===== src/rtl/crc_ram.sv =====
module crc_ram #(
  parameter int WIDTH = 24,
  parameter int DEPTH = 64
) (
  input  logic                     clk,
  input  logic                     we,
  input  logic [$clog2(DEPTH)-1:0] waddr,
  input  logic [WIDTH-1:0]         wdata,
  input  logic [$clog2(DEPTH)-1:0] raddr,
  output logic [WIDTH-1:0]         rdata
);

  logic [WIDTH-1:0] mem [DEPTH];

  // single write port, registered read
  always_ff @(posedge clk) begin
    if (we) begin
      mem[waddr] <= wdata;
    end
    rdata <= mem[raddr];
  end

endmodule


===== config.mk =====
export PLATFORM = sky130hd
export DESIGN_NAME = crc_ram
export DESIGN_NICKNAME = d
export VERILOG_FILES = /design/src/rtl/crc_ram.sv
export SDC_FILE = /design/constraint.sdc
export NUM_CORES = 1
export LEC_CHECK = 0
export BUFFER_PORTS_ARGS = -buffer_cell sky130_fd_sc_hd__buf_2
export CAP_MARGIN = 30
export CORE_MARGIN = 4
export CORE_UTILIZATION = 56
export DETAILED_ROUTE_END_ITERATION = 6
export GPL_ROUTABILITY_DRIVEN = 0
export PLACE_DENSITY_LB_ADDON = 0.12
export SYNTH_ARGS = -nofsm -noshare
export SYNTH_HDL_FRONTEND = slang
export SYNTH_SLANG_ARGS = --single-unit

===== constraint.sdc =====
create_clock -name clk -period 3.15 [get_ports clk]
set_clock_uncertainty 0.1 [all_clocks]
set_input_delay 0.315 -clock clk [delete_from_list [all_inputs] [get_ports clk]]
set_output_delay 0.315 -clock clk [all_outputs]
set_load 0.05 [all_outputs]

**Word-level counts from Yosys, hierarchy flattened**

Memories as Yosys holds them, arrays and structs flattened. A register that Yosys moved wholly into a read port is not among the register bits.
Index checks and enable logic that the tools add are counted.

- Flip-flop bits (word level): 0
- RAM bits: 1,536
- Input port bits: 38
- Output and inout bits: 24
- Word-level logic and storage cells: 3
- Memories kept: 1

- Muxes and demuxes: 2

Memories:

| memory | words | bits a word | read ports | clocked after memory_dff | wr ports | RTL line | RTL |
|---|---|---|---|---|---|---|---|
| mem | 64 | 24 | 1 | 1 | 1 | 13 | `logic [WIDTH-1:0] mem [DEPTH];` |

Operator list:

| cell | number |
|---|---|
| 1-bit 2-to-1 mux | 2 |

**Logic depth before layout (Yosys ltp)**

Gate-level depths: netlist of run 1.

- Word-level depth: 2
- Depth in mapped cells: 9
- Gate-level depth less buffers: 5

**Worst setup path before layout of run 1**

No wires, ideal clock.

- Kind: input-to-reg
- Start: input waddr[3]
- End: memory mem[48][0], enable pin
- Library setup time: 0.435 ns
- Data arrival time: 2.477 ns
- Data required time: 2.615 ns
- Path slack: 0.138 ns
- Stages: 4
- Buffers on the path: 1
- Cells stage by stage: clkbuf_1 -> nor2b_1 -> nand4b_1 -> nor3_1

RTL lines:

| item | RTL line | RTL |
|---|---|---|
| from (decl) | 7 | `input logic [$clog2(DEPTH)-1:0] waddr,` |
| to (decl) | 13 |  |

Straight into the memory's write port.

==> flow_summary.toml, run 1 <==
[worst_setup_path]
crit_chain = "mux4_2 -> mux2_2 -> a221oi_1 -> buf_4 -> a31oi_1 -> buf_4 -> o21a_1"
reg2reg_depth = 7
cp.arrival_ns = 2.89
slowest_stage = "a221oi_1"
cp_max_fo = 1
crit_path_max_incr_delay_ns = 0.52
required_ns = 3.68
end_kind = "register"
cp.depth = 7
crit_type = "reg -> reg"
crit_path_frequent_cell = "buf_4"
crit_family = "multiplexers"
path_buf_inv = 2
start_kind = "register"

[synth]
synth.area.top_cells = "edfxtp_1, mux4_2, mux2i_1"
synth-edff-count = 1536
synth_top_area_share_pct = 77.8
synthXorXnorAreaFrac_pct = 0
synth_common_cells = "edfxtp_1, mux4_2, mux2i_1, nor2_1"
synth_cell_type_count = 40
syn_inst = 2610
synth_area_per_cell_um2 = 22.7
synthArstFlopShare_pct = 0
synth_ff_type = "edfxtp_1"
yosysMostFrequentCell = "edfxtp_1"
syn-cell-area_um2 = 59300
yosys_warnings = 0
ys_ff_latch = 1560
synth_top_cell_by_area = "edfxtp_1"
synth_top_family_by_area = "multiplexers"
synth.area.mux_share_pct = 16.1
synth-compound-area-share_pct = 2.44
yosys.area_share.simple_pct = 1.56
seq_area_frac_synth_pct = 78.6
synth_fp_nets = 2648
yosys.area_share.adder_pct = 0

[cells_and_area]
post_layout_nonfiller_instances = 4424
drive_above_1_share_pct = 31.2
nets = 2938
fillers = 6844
area_delta_synth_final_pct = 14.4

[floorplanning]
fp.dieH_um = 333
die_area_um2 = 111000
pin_count = 62
die_width_um = 333
floorplan.initialDensity_pct = 56.3
rows = 119
fp.coreArea_um2 = 105000

[power]
power_mw = 42.9
ir_worst_vdd_uv = 514
p_leak_nw = 21.6
power.density_nw_per_um2 = 632

[global_routing]
grt-ovfl-total = 0
grt_pass1_vias = 29108
grtUsageTotal_pct = 25.8
antenna_found_initial = 9
grt_start_max_net_pins = 66
grt_pass1_wl_um = 207000

[detailed_routing]
dr.pass1.iters = 5
first_iter_violations = 3430
wire_per_inst_um = 31.9
ant_nets = 0
vias_per_cell = 6.48
num_vias = 28650
routed_wirelength_um = 141000
drc = 0

[clocking]
clock_path_buffers = 3
cts-root-buf = "clkbuf_16"
cts_tree = "built"
clock_latency_ns = 0.75
cts-buffers-inserted = 155
htreeDepth = 4
cts.sinks = 1560
cts.clk_slew.worst_paths_ns = 0.06

[sta]
rsz0062_at_grt = "false"
fmax_mhz = 425
timing.hold.ws_ns = -0.00686
final_max_slew_viol_count = 0
layout_worst_path_cycle_share_pct = 74.8
setup_viol = 0
period_needed_ns = 2.35
fin_ws_ns = 0.795
slew_headroom_pct = 35.2
tightest_slew_ns = 0.972
final_hold_viol_count = 4
setup_tns_ns = 0

[min_path]
hold_path.class = "in -> reg"
min_path_cells = 1

[placement]
dp_cells = 4109
pre_cts_ws_ns = 0.0825
dp_hpwl_um = 84200
portBuffers = 61

[status]
status = "finished with violations"
violations = "hold timing"

[run]
cap_violations = 0
==> layout by cell type (no fill, tap or decap), drive strengths merged, types with 24 or more instances in the layout <==
cell and count:
buf 255, nor2 80, o22ai 53, mux4 355, a221oi 52, dfxtp 24
nand2 36, clkbuf 212, clkinv 62, a22oi 29, mux2i 95, edfxtp 1536
mux2 53
==> path summary, 6_finish.rpt <==
check	from	slack [ns]	endpoint
setup / recovery	mem[55][8]	0.80	rdata[8]
hold / removal	wdata[21]	-0.007	mem[29][21]
setup reg to reg	mem[55][8]	0.80	rdata[8]
hold reg to reg	mem[61][10]	0.82	rdata[10]
==> where the power goes <==
group	switching (mW)	total, mW	internal (mW)
clock	7.48	17.5	10.0
combinational	1.44	2.31	0.876
sequential	0.0845	23.1	23.0
==> logic make-up (layout without fill, tap and decap cells) <==
logic type / after synthesis / after routing
compound gates: 207 / 207
buf+inv: 144 / 564
flops: 1560 / 1560
mux: 503 / 503
other cells: 0 / 3
simple gates: 196 / 196
==> per-stage QoR <==
stage	utilization, %	area (µm²)
CTS	64.3	67600
floorplan	-	59300
finish	64.4	67800
global placement	59.2	62300
detailed placement	59.5	62700
global route	64.4	67800
==> final cells by class <==
cell class,instances,area (µm²),share of cell area [%]
inverter,2,7.51,0.0111
clock inverter,76,509,0.751
tap,1391,1740,2.57
antenna,3,7.51,0.0111
clock buffer,211,4330,6.38
sequential,1560,46600,68.7
multi-input combinational,906,12100,17.8
timing repair buffer,275,2540,3.74
==> what timing repair did <==
action | in CTS | in global routing
resized for setup | 0 | 0
setup buffers | 0 | 0
hold endpoints to repair | 249 | 84
hold buffers | 14 | 5
==> layer usage <==
layer	vias up	wire length (µm)	track usage (%)	share of wire, %
li1	11754	-	-	-
met1	15479	57700	37.6	41
met2	1224	70300	41.9	50
met3	189	10400	4.29	7.4
met4	4	2730	6.18	1.9
met5	-	25	0	0.018
==> state kept, by name, indices dropped and copies added, names as in the netlist <==
signal,flops
rdata,24
mem,1536
No activity file was read; power rests on OpenSTA's default activity.
==> run 2, diff against run 1 <==
- CORE_UTILIZATION: 56 -> 60
- clock period: 3.15 -> 2.44 ns (I/O delays scaled with it)
==> run 2 against run 1 <==
Effect of this change: the flow now finishes without violations; highest routed layer unchanged; non-clock buffer count up 79; core utilization up 5.8 points; power up 30%; sequential share of layout area down 1.1 points; flip-flop and latch count unchanged; register-to-register slack worse by 0.69 ns; count of clock-buffer cells in the layout up 4; clock power up 30%; combinational power up 37%; via count up 1.9%.
==> flow_summary.toml, run 2 (same netlist as run 1, synthesis figures left out) <==
[clocking]
cts.sinks = 1560
clock_latency_ns = 0.75
postCtsSetupBuffers = 0
clock_path_buffers = 3
htreeDepth = 4
holdBufCountCts = 13
cts-resized-gates = 0
cts.clk_slew.worst_paths_ns = 0.07
cts-buffers-inserted = 154
cts-root-buf = "clkbuf_16"
cts_tree = "built"

[detailed_routing]
routed_wirelength_um = 143000
drc = 0
dr.pass1.iters = 5
ant_nets = 0
wire_per_inst_um = 32.6
vias_per_cell = 6.65
first_iter_violations = 3671
num_vias = 29186

[global_routing]
grt_pass1_vias = 29563
grtUsageTotal_pct = 28.4
antenna_found_initial = 8
grt_start_max_net_pins = 65
grt-ovfl-total = 0
grt_pass1_wl_um = 209000

[worst_setup_path]
slowest_stage = "a221oi_1"
crit_chain = "dlygate4sd3_1 -> clkbuf_8 -> buf_12 -> buf_12 -> mux4_2 -> mux2i_1 -> buf_4 -> a221oi_1 -> o21a_1"
end_kind = "register"
cp-startpoint = "raddr[1]"
start_kind = "input port"
required_ns = 3.03
crit_type = "in -> reg"
crit_path_max_incr_delay_ns = 0.83
crit_path_frequent_cell = "buf_12"
cp_max_fo = 24
reg2reg_depth = 7
cp.arrival_ns = 3.01
r2r-start = "mem[39][6]"

[power]
ir_worst_vdd_uv = 839
p_leak_nw = 22.2
power_mw = 55.7
power.density_nw_per_um2 = 807

[sta]
final_max_slew_viol_count = 0
setup_viol = 0
fmax_mhz = 412
slew_headroom_pct = 34.9
period_needed_ns = 2.43
rsz0062_at_grt = "false"
layout_worst_path_cycle_share_pct = 99.5
final_hold_viol_count = 0
tightest_slew_ns = 0.977

[cells_and_area]
drive_above_1_share_pct = 33.2
largestRegisters = "mem x1536, rdata x24"
area_delta_synth_final_pct = 16.3
fillers = 5851
final_cell_mix = "edfxtp_1, mux4_2, buf_4, clkbuf_16, buf_12"
final_common_cell = "edfxtp_1"
final_cell_area_um2 = 69000
post_layout_nonfiller_instances = 4392
nets = 3016
largest-register = "mem"
largest_register_ffs = 1536

[status]
status = "completed"

[min_path]
min_path_cells = 2
hold_path.startpoint = "wdata[4]"
hold_path.class = "in -> reg"

[floorplanning]
die_area_um2 = 104000
rows = 115
floorplan.initialDensity_pct = 60.3
die_width_um = 322
fp.coreArea_um2 = 98300
pin_count = 62
fp.dieH_um = 322

[placement]
dp_hpwl_um = 86600
portBuffers = 61
dp_cells = 4094
postPlaceCellArea_um2 = 63900

[run]
cap_violations = 0
## run 2: area by class of cell
cell class	instances	area, µm²	share of cell area (%)
Clock inverter	64	552	0.800
Sequential cell	1560	46600	67.6
Inverter	2	7.51	0.0109
Tap cell	1287	1610	2.34
Antenna cell	4	10.0	0.0145
Clock buffer	215	4310	6.25
Multi-Input combinational cell	906	12100	17.5
Timing Repair Buffer	354	3780	5.48
## run 2: power by group
part	switching (mW)	internal, mW	total [mW]
logic	1.92	1.24	3.16
clock network	9.56	13.2	22.7
registers	0.118	29.7	29.8
## run 2: per-stage QoR
stage | TNS, ns | hold slack [ns] | util [%] | setup WS, ns
floorplan | -60.04 | 0.243 | - | -0.209
global placement | -7.33 | 0.615 | 65.0 | -0.580
detailed placement | -6.93 | 0.621 | 65.1 | -0.539
CTS | 0 | 0.0218 | 70.1 | 0.0739
global route | 0 | 0.0642 | 70.2 | 0.00446
finish | 0 | 0.0615 | 70.2 | 0.0117
## run 2: path summary, 6_finish.rpt
kind	end	slack (ns)
setup reg to reg	rdata[6]	0.11
hold reg to reg	rdata[23]	0.80
hold / removal	mem[49][4]	0.06
setup / recovery	rdata[14]	0.01
## run 2: critical path, delay by kind of cell
kind / cells / cell delay [ns]
buffers and inverters: 5 / 1.38
AOI/OAI and AO/OA: 2 / 1.03
muxes: 2 / 0.26
## run 2: metal layers
layer  vias to the layer above  GRT usage (%)  share of wire, %
li1                      11903              -                 -
met1                     15583           41.3                39
met2                      1480           45.0                49
met3                       216           5.47               9.0
met4                         4           8.75               2.9
met5                         -              0             0.019
