$ cat config.mk
export PLATFORM = sky130hd
export DESIGN_NAME = crc_alu
export DESIGN_NICKNAME = d
export VERILOG_FILES = /design/src/rtl/crc_pkg.sv /design/src/rtl/crc_alu.sv
export SDC_FILE = /design/constraint.sdc
export NUM_CORES = 2
export LEC_CHECK = 0
export ABC_AREA = 1
export BUFFER_PORTS_ARGS = -buffer_cell sky130_fd_sc_hd__buf_4
export CELL_PAD_IN_SITES_DETAIL_PLACEMENT = 1
export CELL_PAD_IN_SITES_GLOBAL_PLACEMENT = 1
export CORE_ASPECT_RATIO = 1.4
export CORE_MARGIN = 10
export CORE_UTILIZATION = 46
export DETAILED_ROUTE_END_ITERATION = 10
export PLACE_DENSITY_LB_ADDON = 0.1
export SYNTH_ARGS = -nofsm -noshare
export SYNTH_HDL_FRONTEND = slang
export SYNTH_SLANG_ARGS = --single-unit
$ cat constraint.sdc
create_clock -name vclk -period 9.2
set_input_delay 0.46 -clock vclk [all_inputs]
set_output_delay 0.46 -clock vclk [all_outputs]
set_load 0.02 [all_outputs]
$ cat src/rtl/crc_pkg.sv
package crc_pkg;

  // sequencer states
  typedef enum logic [4:0] {
    ST_IDLE,
    ST_READ,
    ST_AGC,
    ST_VD,
    ST_CV,
    ST_RD,
    ST_AZ1,
    ST_CZ2,
    ST_CZ1,
    ST_AZ2,
    ST_Z1R,
    ST_Z2R,
    ST_VEL,
    ST_X,
    ST_T2,
    ST_T4,
    ST_HZ,
    ST_Y,
    ST_EMIT
  } state_t;

  // operations of the shared unit
  typedef enum logic [1:0] {
    OP_ADD,
    OP_SUB,
    OP_MUL,
    OP_VEL
  } alu_op_t;

  // word select codes
  localparam logic [2:0] SEL_R    = 3'd0;
  localparam logic [2:0] SEL_A    = 3'd1;
  localparam logic [2:0] SEL_C    = 3'd2;
  localparam logic [2:0] SEL_H    = 3'd3;
  localparam logic [2:0] SEL_G    = 3'd4;
  localparam logic [2:0] SEL_DINC = 3'd5;

  localparam int NWORDS = 5;

  // configuration register indexes
  localparam logic CFG_CHANNELS = 1'b0;
  localparam logic CFG_VGAIN    = 1'b1;

  localparam logic [6:0]  CHANNELS_RESET = 7'd64;
  localparam logic [23:0] VGAIN_RESET    = 24'd33554;

endpackage

$ cat src/rtl/crc_alu.sv
module crc_alu
  import crc_pkg::*;
#(
  parameter int DW = 24
) (
  input  alu_op_t              op,
  input  logic signed [DW-1:0] a,
  input  logic signed [DW-1:0] b,
  input  logic        [23:0]   gain,
  output logic signed [DW-1:0] res
);

  localparam int FRAC = DW - 2;
  localparam int PW = 2 * DW + 2;

  logic signed [PW-1:0] wide;
  logic signed [PW-1:0] shifted;
  logic signed [DW:0]   diff;
  logic signed [PW-1:0] qmax;
  logic signed [PW-1:0] qmin;

  assign qmax = PW'((65'sd1 <<< (DW - 1)) - 65'sd1);
  assign qmin = -PW'(65'sd1 <<< (DW - 1));
  assign diff = (DW+1)'(a) - (DW+1)'(b);

  // one add, subtract, rounded multiply or rounded velocity product (difference times gain), then saturation
  always_comb begin
    wide = '0;
    shifted = '0;
    unique case (op)
      OP_ADD: shifted = PW'(a) + PW'(b);
      OP_SUB: shifted = PW'(a) - PW'(b);
      OP_MUL: begin
        wide = PW'(a) * PW'(b);
        shifted = (wide + (PW'(1) <<< (FRAC - 1))) >>> FRAC;
      end
      OP_VEL: begin
        wide = PW'(diff) * PW'($signed({1'b0, gain}));
        shifted = (wide + (PW'(1) <<< 23)) >>> 24;
      end
      default: shifted = '0;
    endcase
    if (shifted > qmax) begin
      res = DW'(qmax);
    end else if (shifted < qmin) begin
      res = DW'(qmin);
    end else begin
      res = DW'(shifted);
    end
  end

endmodule

== Yosys cells after proc, flatten, opt, wreduce, memory -nomap -nowiden ==
Index checks and enable logic that the tools add are counted.

* Bits in registers: 0
* Output and inout port bits: 24

* $mul: 2
* Equality and inequality tests: 3
* Reduce and logical (&&, ||, !) cells: 1
* Magnitude comparators: 2
* $add $sub $neg: 5
* Multiplexer cells: 3

{| class="wikitable"
|+ Operators by type and width
! cell !! number
|-
| 50-bit case mux with 4 select lines || 1
|-
| 50-bit by 25-bit adder with 50-bit output (second input constant) || 1
|-
| 50-bit by 24-bit > comparator with 1-bit output (second input constant) || 1
|-
| 50-bit by 24-bit < comparator with 1-bit output (second input constant) || 1
|-
| 25-bit by 25-bit multiplier with 50-bit output || 1
|-
| 24-bit by 24-bit subtractor with 25-bit output || 2
|-
| 48-bit by 23-bit adder with 49-bit output (second input constant) || 1
|-
| 24-bit by 24-bit multiplier with 48-bit output || 1
|-
| 24-bit 2-to-1 mux || 2
|-
| 24-bit by 24-bit adder with 25-bit output || 1
|-
| 2-bit == test (second input constant) || 2
|-
| 2-bit by 1-bit == test with 1-bit output (second input constant) || 1
|-
| 2-bit logical NOT || 1
|}

== Longest topological paths before layout ==
* Depth after elaboration: 7
* Gate-level depth with buffers: 52
* Gate-level depth less buffers: 48

== Worst setup path before layout ==
OpenSTA, ideal clock, no wires.

* Path type: input port to output port
* Start: in b[22]
* End: out res[9]
* Buffers on the path: 7
* Stages: 45
* Arrival: 8,901 ps
* Setup slack: -161 ps
* Path through: clkbuf_1 -> clkbuf_1 -> inv_1 -> ha_1 -> buf_2 -> nand2_1 -> nor3_4 -> nand2_1 -> nand3_2 -> nand2_2 -> nand2_4 -> buf_1 -> nor2_1 -> fa_1 -> inv_1 -> fa_1 -> inv_1 -> fa_1 -> [... 9 more ...] -> inv_1 -> ha_1 -> nand2_1 -> nor2_1 -> nand2_1 -> nor2_1 -> nand2_1 -> a21oi_1 -> nor2_1 -> nand2_1 -> nand3_1 -> nand3_2 -> nand2_2 -> inv_2 -> nand2_4 -> buf_6 -> nand2_1 -> nand2_1

* Cells in the longest elaborated chain, start to end: 7
* Elaborated cells on any way between the ends: 12

{| class="wikitable"
|+ Ends and longest elaborated chain
! what !! RTL line !! text
|-
| start, declared || crc_alu.sv:8 || <nowiki>input logic signed [DW-1:0] b,</nowiki>
|-
| 24-bit by 24-bit subtractor with 25-bit output || crc_alu.sv:24, crc_alu.sv:32 ||
|-
| 25-bit by 25-bit multiplier with 50-bit output || crc_alu.sv:38 || <nowiki>wide = PW'(diff) * PW'($signed({1'b0, gain}));</nowiki>
|-
| 50-bit by 25-bit adder with 50-bit output || crc_alu.sv:39 || <nowiki>shifted = (wide + (PW'(1) <<< 23)) >>> 24;</nowiki>
|-
| 50-bit case mux with 4 select lines (*) || crc_alu.sv:30 || <nowiki>unique case (op)</nowiki>
|-
| 50-bit by 24-bit < comparator with 1-bit output || crc_alu.sv:45 || <nowiki>end else if (shifted < qmin) begin</nowiki>
|-
| 24-bit 2-to-1 mux || crc_alu.sv:45 ||
|-
| 24-bit 2-to-1 mux (*) || crc_alu.sv:43 || <nowiki>if (shifted > qmax) begin</nowiki>
|-
| end, declared || crc_alu.sv:10 || <nowiki>output logic signed [DW-1:0] res</nowiki>
|}

Mark *: on every way between the ends. The rest lies on a longest branch, timed or not.

== Worst setup path after layout ==
* Start: in a[0]
* End: out res[2]

* Cells in the longest elaborated chain, start to end: 7
* Elaborated cells on any way between the ends: 12

{| class="wikitable"
|+ Ends and longest elaborated chain
! what !! RTL line !! text
|-
| start, declared || crc_alu.sv:7 || <nowiki>input logic signed [DW-1:0] a,</nowiki>
|-
| 24-bit by 24-bit subtractor with 25-bit output || crc_alu.sv:24, crc_alu.sv:32 ||
|-
| 25-bit by 25-bit multiplier with 50-bit output || crc_alu.sv:38 ||
|-
| 50-bit by 25-bit adder with 50-bit output || crc_alu.sv:39 ||
|-
| 50-bit case mux with 4 select lines (*) || crc_alu.sv:30 ||
|-
| 50-bit by 24-bit < comparator with 1-bit output || crc_alu.sv:45 ||
|-
| 24-bit 2-to-1 mux || crc_alu.sv:45 ||
|-
| 24-bit 2-to-1 mux (*) || crc_alu.sv:43 ||
|}

Marked as above.

==> run metrics <==
area share of the leading cell type in the synthesized netlist=0.505; min Tclk post-route=9260 ps; max incr delay on CP=650 ps; row count=141; Final Worst Setup Slack=-64.4 ps; DRT iter0 DRCs=1,997; most used cell along the critical path=nand2_2; CP delay by family, top=adder cells; vias in the first global route=51,500; Hold Vio Cnt, Final=0; Critical Path RT=8740 ps; Die X-Extent=296 um; Vias/cell=5.35; first-pass GRT wire length=300,000 um; cts-stage hold buffer count=0; startpoint types=input pin; top post-synthesis cells by area=fa_1 51%, inv_1 14%, nand2_1 11%, ha_1 8.7%, nor2_1 4.6%; I/O pin cnt=98; die area=120,000 um2; Fillers=13,100; Mapped Cells=6,451; CORE AREA=106,000 um2; Syn Area/Cell=7.60 um2; vias=44,300; initial core utilization=0.464; initial antenna violation count=5; M2 GR Usage=0.636; drc violations=0; num sequential=0; total gr overflow=0; Max Cap Violations=0; critical path endpoint category=output pin; Hold WS=1660 ps; sequential share of the synthesized area=0; largest net degree at the start of global routing=28; area of the multi-input gates=43,600 um2; CP max FO=7; WL/cell=24.4 um; drt pass-1 iters=5; Clock Buffer Count=0; ratio of cells with drive above 1 in the final layout=0.178; Max Fclk=0.108 GHz; M1 GR Usage=0.337; final cell count without fillers=8,290; net count after synthesis=8,105; GR met3 Demand/Resource=0.0321; ANT cells=0; setup violators final=22; die height=406 um; Worst Hold Launch=op[1]; failing checks=negative setup slack; Slowest cell on crit path=fa_2; Critical Path AT=8800 ps; IO buf count=98; all-layer global routing usage=0.334; Routed Antenna Nets=0; Routed WL=202,000 um; Hold Path Sink=res[21]; area growth from synthesis to layout=18.6%; Inst Count DP=8,234; YS warnings=0; max_slew headroom=0.277; GPL Wtd Cong=1.02; post-synth top area cell=fa_1; Worst Path Buf+Inv=12; DPL Wire Length=177,000 um; Final Cycle Share=1.01; hold path cells=7; mapped cell area=49,100 um2; Hold Crit Class=in2out; post-synthesis cell type count=49; Slew Viols, Final=0; slew of the pin with the lowest slew margin=1080 ps; WS Path Type=in2out; final core utilization=0.551; register area=0 um2; status=complete, but fails checks; Setup TNS=-874 ps; grt peak-use layer=met2; Nets=8,588; RSZ-0062 raised after global routing=true
synth_stat cells, drive strengths merged:
| cell | instances |
|---|---|
| xnor2 | 18 |
| o211ai | 1 |
| fa | 1238 |
| o21a | 8 |
| nor2 | 611 |
| nand2 | 1517 |
| nand3b | 20 |
| and2 | 5 |
| nor3 | 29 |
| or2 | 28 |
| inv | 1810 |
| and3 | 3 |
| xor2 | 23 |
| nor3b | 2 |
| buf | 41 |
| ha | 342 |
| o21bai | 24 |
| a31oi | 6 |
| nor4 | 9 |
| a21o | 12 |
| a21oi | 174 |
| o21ai | 121 |
| nand3 | 163 |
| nand2b | 2 |
| nand4 | 44 |
| a31o | 1 |
| clkbuf | 173 |
| clkinv | 14 |
| a21boi | 12 |
routing by layer:
layer / part of all wire / wire length [um]
met5: 0.00029 / 59
met2: 0.54 / 108000
met1: 0.33 / 67400
met3: 0.035 / 7130
met4: 0.093 / 18800
cell usage in the layout (no fill, tap or decap), types with 7 or more instances in the layout:
cell type  count
fa_1        1199
a21oi_1      136
o21ai_1       19
a21oi_4        8
nor3_1        25
or2_2         27
buf_6         60
nor2_2        54
o21ai_0       95
nor2_1       525
a21o_1        12
a21oi_2       30
o21bai_1      22
buf_12        35
clkinv_1      12
a21boi_0       9
buf_4        588
ha_4          53
inv_2         56
inv_1       1742
xor2_2         7
nand2_4       54
nand3_2       20
xor2_1        15
nand2_2       99
xnor2_1       10
nor2_4        32
nand2_1     1362
buf_8          9
ha_1         288
nand3_1      140
fa_2          39
nand4_1       42
nand3b_1      20
stage by stage:
| stage | worst slack (ps) | cell area (um2) |
|---|---|---|
| 2_1_floorplan | 64.6 | 49100 |
| 3_3_place_gp | -694 | 55000 |
| 3_5_place_dp | -741 | 55000 |
| 4_1_cts | -3.96 | 55900 |
| 5_1_grt | -388 | 58200 |
| 6_report | -64.4 | 58200 |
repair_timing:
| action | CTS | global route |
|---|---|---|
| gates cloned | 0 | 3 |
| pin swaps | 57 | 209 |
| endpoints found under the setup margin | 24 | 24 |
| gates resized for setup | 180 | 492 |
| buffers inserted | 19 | 36 |
logic make-up after synthesis:
family | synth area share
AO/OA/AOI/OAI | 0.0404
adder cells (fa/ha/maj) | 0.592
AND/OR/NAND/NOR | 0.201
buffers and inverters | 0.158
XOR/XNOR | 0.00816
layout make-up:
type | instances | share of cell area
multi-input combinational | 4413 | 0.749
inverter | 1824 | 0.119
timing repair buffer | 695 | 0.103
tap | 1358 | 0.0292
worst max-delay path by stage:
stage	from	endpoint	slack (ps)	depth (start not counted)
3_5_place_dp	b[9]	res[22]	-740	44
6_report	a[0]	res[2]	-60	48
4_1_cts	b[10]	res[2]	-4	48
5_1_grt	a[0]	res[12]	-390	49
3_3_place_gp	b[10]	res[22]	-690	44
2_1_floorplan	a[23]	res[9]	60	44
Power is not shown: default switching activity piles up to over one toggle a cycle in this logic, so the estimate is an artifact.
